`src/rtl/core/rdpc_pkg.sv`:
```
// Shared constants, state encoding and control/status structs for the
// running dominance pair counter. No dependencies.
package rdpc_pkg;

	localparam int MAX_ROOMS   = 1024;
	localparam int VALUE_BITS  = 30;
	localparam int HP_BITS     = 30;
	localparam int PREFIX_BITS = 40;
	localparam int SCORE_BITS  = 20;
	localparam int THR_BITS    = PREFIX_BITS + 2;
	localparam int CNT_BITS    = $clog2(MAX_ROOMS + 1);
	localparam int ADDR_BITS   = $clog2(MAX_ROOMS);
	localparam int IN_DATA_W   = ((2 * VALUE_BITS + 7) / 8) * 8;
	localparam int OUT_DATA_W  = ((SCORE_BITS + 7) / 8) * 8;

	typedef enum logic [1:0] {
		ST_IDLE,
		ST_SCAN,
		ST_DRAIN,
		ST_UPDATE
	} state_t;

	typedef struct packed {
		logic load;
		logic rd;
		logic commit;
	} cmd_t;

	typedef struct packed {
		logic full;
		logic empty;
		logic scan_last;
		logic out_free;
	} sts_t;

endpackage

```
`src/rtl/core/rdpc_ctrl.sv`:
```
// Controller state machine: accepts an item, sequences the prefix scan and
// commits the result. Depends on rdpc_pkg.
module rdpc_ctrl (
	input  logic          clk,
	input  logic          arst_n,
	input  logic          s_tvalid,
	output logic          s_tready,
	input  rdpc_pkg::sts_t sts,
	output rdpc_pkg::cmd_t cmd
);
	import rdpc_pkg::*;

	state_t state_q;
	state_t state_d;

	always_ff @(posedge clk or negedge arst_n) begin
		if (!arst_n) begin
			state_q <= ST_IDLE;
		end else begin
			state_q <= state_d;
		end
	end

	always_comb begin
		state_d  = state_q;
		cmd      = '0;
		s_tready = 1'b0;
		unique case (state_q)
			ST_IDLE: begin
				s_tready = 1'b1;
				if (s_tvalid) begin
					cmd.load = 1'b1;
					if (sts.full || sts.empty) begin
						state_d = ST_UPDATE;
					end else begin
						state_d = ST_SCAN;
					end
				end
			end
			ST_SCAN: begin
				cmd.rd = 1'b1;
				if (sts.scan_last) begin
					state_d = ST_DRAIN;
				end
			end
			ST_DRAIN: begin
				state_d = ST_UPDATE;
			end
			ST_UPDATE: begin
				if (sts.out_free) begin
					cmd.commit = 1'b1;
					state_d    = ST_IDLE;
				end
			end
			default: begin
				state_d = ST_IDLE;
			end
		endcase
	end

endmodule

```
`config.mk`:
```
export PLATFORM = sky130hd
export DESIGN_NAME = rdpc_ctrl
export DESIGN_NICKNAME = d
export VERILOG_FILES = /design/src/rtl/core/rdpc_pkg.sv /design/src/rtl/core/rdpc_ctrl.sv
export SDC_FILE = /design/constraint.sdc
export NUM_CORES = 1
export LEC_CHECK = 0
export BUFFER_PORTS_ARGS = -buffer_cell sky130_fd_sc_hd__buf_4
export CAP_MARGIN = 25
export CORE_AREA = 3 3 40 42
export DETAILED_ROUTE_END_ITERATION = 7
export DIE_AREA = 0 0 43 45
export GPL_ROUTABILITY_DRIVEN = 0
export HOLD_SLACK_MARGIN = 0.1
export PLACE_DENSITY = 0.41
export SYNTH_ARGS = -nofsm -noshare
export SYNTH_HDL_FRONTEND = slang
export SYNTH_SLANG_ARGS = --single-unit
```
`constraint.sdc`:
```
create_clock -name clk -period 3.8 [get_ports clk]
set_input_delay 0.57 -clock clk [delete_from_list [all_inputs] [get_ports clk]]
set_output_delay 0.57 -clock clk [all_outputs]
set_load 0.03 [all_outputs]
```
==> implementation parameters <==
Parameter                              Value

GRT
  Met1 global-route usage ... 4.11%
  Initial antenna violation count ... 0
  Fraction of met3 tracks used by global routing ... 2.79%
  First-pass GRT wire length ... around 600 microns
  Global-route usage over all layers ... 4.75%
  Grt ovf ... 0
  Maximum number of pins on one net before global-route repair ... 7
  Met2 track demand over resource in global routing ... 6.29%
  Most utilized layer in the global route result ... met4
  Via count of the first global-routing pass ... 159

Pwr
  Peak ir drop on the vdd network ... 270 uV
  Static Leakage ... 0.168 nW
  Power per cell area ... 798 nW/um^2

Timing
  Final Hold Fails ... 0
  Transition time of the tightest slew-check pin ... 484 ps
  Post-route clock period utilization ... 48.8%
  Final Hold Slack ... 123 ps
  Max-Slew Margin vs Limit ... 67.8%
  Top achievable clock speed ... between 500 and 600 MHz
  Final Slew Violations ... 0
  Final min period ... 1860 ps
  Final Setup Violations ... 0
  Worst Setup Slack, final ... 1940 ps
  Setup tns final ... 0 ps
  Worst Clk Skew ... 2.61 ps
  Setup repair after global routing missed its margin ... false

Clocking
  H-tree Lvls ... 1
  Cts-stage hold buffer count ... 0
  Clock tree from TritonCTS ... yes
  CTS-repair resized insts ... 0
  Inserted Clock Buffers ... 3
  Clock-pin slew on the worst setup and hold paths ... roughly 30 ps
  TritonCTS Sinks ... 2
  CTS max path bufs ... 2
  Clock Root Buffer ... clkbuf_4
  Clock latency on the worst-skew pair ... around 220 ps
  Buffer count from post-CTS setup fixing ... 0

Synthesis
  Biggest area contributors in the synthesized netlist ... dfrtp_1, ha_1, mux2i_1
  Seq/Total Area, Yosys ... about 28%
  Share of flip-flops with an asynchronous set or reset after synthesis ... 100%
  Top FF cell, synth ... dfrtp_1
  Synth Warn # ... 0
  Number of flops mapped to enable cells by yosys ... 0
  Largest area contributor in the netlist ... dfrtp_1
  Cell types with the highest counts after synthesis ... ha_1, inv_1, dfrtp_1, mux2i_1
  Flop and latch count out of synthesis ... 2
  Number of distinct standard cells referenced by the synthesized netlist ... 11
  Average footprint of a synthesized cell ... around 9.5 sq um
  Syn_nets ... 30
  Synth top area share ... 27.8%
  Post-Syn Instances ... 19
  Total standard cell area after synthesis ... around 180 sq um

Place
  Dpl ws ... approximately 2200 ps
  Placed Instance Area ... around 270 sq um
  Number of I/O port buffers ... 10
  Dpl hpwl ... 314 microns

Critical path
  Largest fanout of any net on the critical path ... 6
  Cell with the largest stage delay on the worst path ... dfrtp_1
  Critical Path AT ... 1290 ps
  Category of the most critical setup path ... flop to primary output
  Startpoint type of the worst setup path ... flop
  Critical path required time ... 3230 ps
  Worst path cell trace ... inv_1 > ha_1 > and2_2 > buf_4
  CP max stage delay ... between 300 and 400 ps
  Setup crit end kind ... primary output

Die
  Number of I/O pins ... 11
  Die Outline Area ... 1940 sq um
  Initial Utilization ... between 10% and 20%
  Vertical die dimension ... 45 microns
  Area inside the core boundary ... approximately 1300 sq um
  Die X ... approximately 43 microns
  Standard-cell row count ... 13

Flow run
  Max Cap Violations ... 0

Layout
  Fin area ... 297 sq um
  Final nets ... 45
  Fin util ... 23.1%
  Area growth from synthesis to final layout ... 64.6%
  Share of cells above drive strength 1 ... 46.9%
  Largest registers in the final layout ... state_q x2
  Register ranked first by flip-flop count ... state_q
  Number of flip-flops under the largest register name ... 2
  Antenna Diode Count ... 0

Detailed routing
  Wire per inst ... between 8 and 9 microns
  Remaining design rule violation count ... 0
  Total detailed-routing wirelength ... 390 microns
  Antenna-violating nets left ... 0
  Number of violations reported at the end of detailed-routing iteration 0 ... 5
  Drt first pass iters ... 4
  Avg Vias per Cell ... approximately 3.7
  Total vias in the final route ... roughly 170

Status
  Result of the run ... complete, no violations

Hold path
  Hold crit path type ... primary input to async pin
==> area by class of cell <==
cell class                      instances  area (sq um)
Fill cell                             145           988
Multi-Input combinational cell         12           110
Inverter                                5          20.0
Clock buffer                            3          22.5
Tap cell                               15          18.8
Timing Repair Buffer                   10          75.1
Sequential cell                         2          50.0
==> routing by layer <==
metal	routed length [microns]	vias to the layer above
met5	0	-
met4	0	0
met3	58	0
met2	176	13
met1	155	74
li1	-	87
==> where the power goes <==
group / switching [mW] / total (mW) / internal, mW
Sequential: 0.00958 / 0.0434 / 0.0338
Combinational: 0.0834 / 0.147 / 0.0639
Clock: 0.0113 / 0.0461 / 0.0348
==> per-stage QoR <==
step,std cells,total power [mW]
floorplan,19,0.150
global placement,44,0.194
detailed placement,44,0.193
CTS,47,0.244
global route,47,0.261
finish,47,0.237
==> kinds of logic after synthesis <==
family	after synthesis	share of synthesized area, %
flops	2	27.8
mux	2	11.1
compound gates	2	9.03
simple gates	4	13.2
buf+inv	5	11.1
fa+ha+maj	4	27.8
==> final timing paths <==
check | start | endpoint | slack [ps] | depth (start not counted)
setup / recovery | state_q[0] | cmd[2] | 1940 | 4
hold / removal | arst_n | state_q[1] | 120 | 1
setup reg to reg | state_q[0] | state_q[1] | 2260 | 4
hold reg to reg | state_q[1] | state_q[1] | 620 | 2
max in group asynchronous | arst_n | state_q[0] | 3590 | 1
min in group clk | state_q[1] | state_q[1] | 620 | 2
==> critical path, delay by kind of cell, from the launching register on <==
family                     cells  cell delay [ps]
and+or+nand+nor                1              170
buffers and inverters          2              260
adders and majority gates      1              250
DFF                            1              390
==> cell usage in the layout (no fill, tap or decap) <==
cell type,synthesis,layout
a222oi_1,1,1
and2_1,1,1
and2_2,1,1
buf_4,0,10
clkbuf_4,0,3
clkinvlp_2,1,1
dfrtp_1,2,2
ha_1,4,4
inv_1,4,4
mux2i_1,2,2
nand2b_1,1,1
nor2_1,1,1
o22ai_1,1,1
Note: power is estimated with default switching activity, not from simulation.
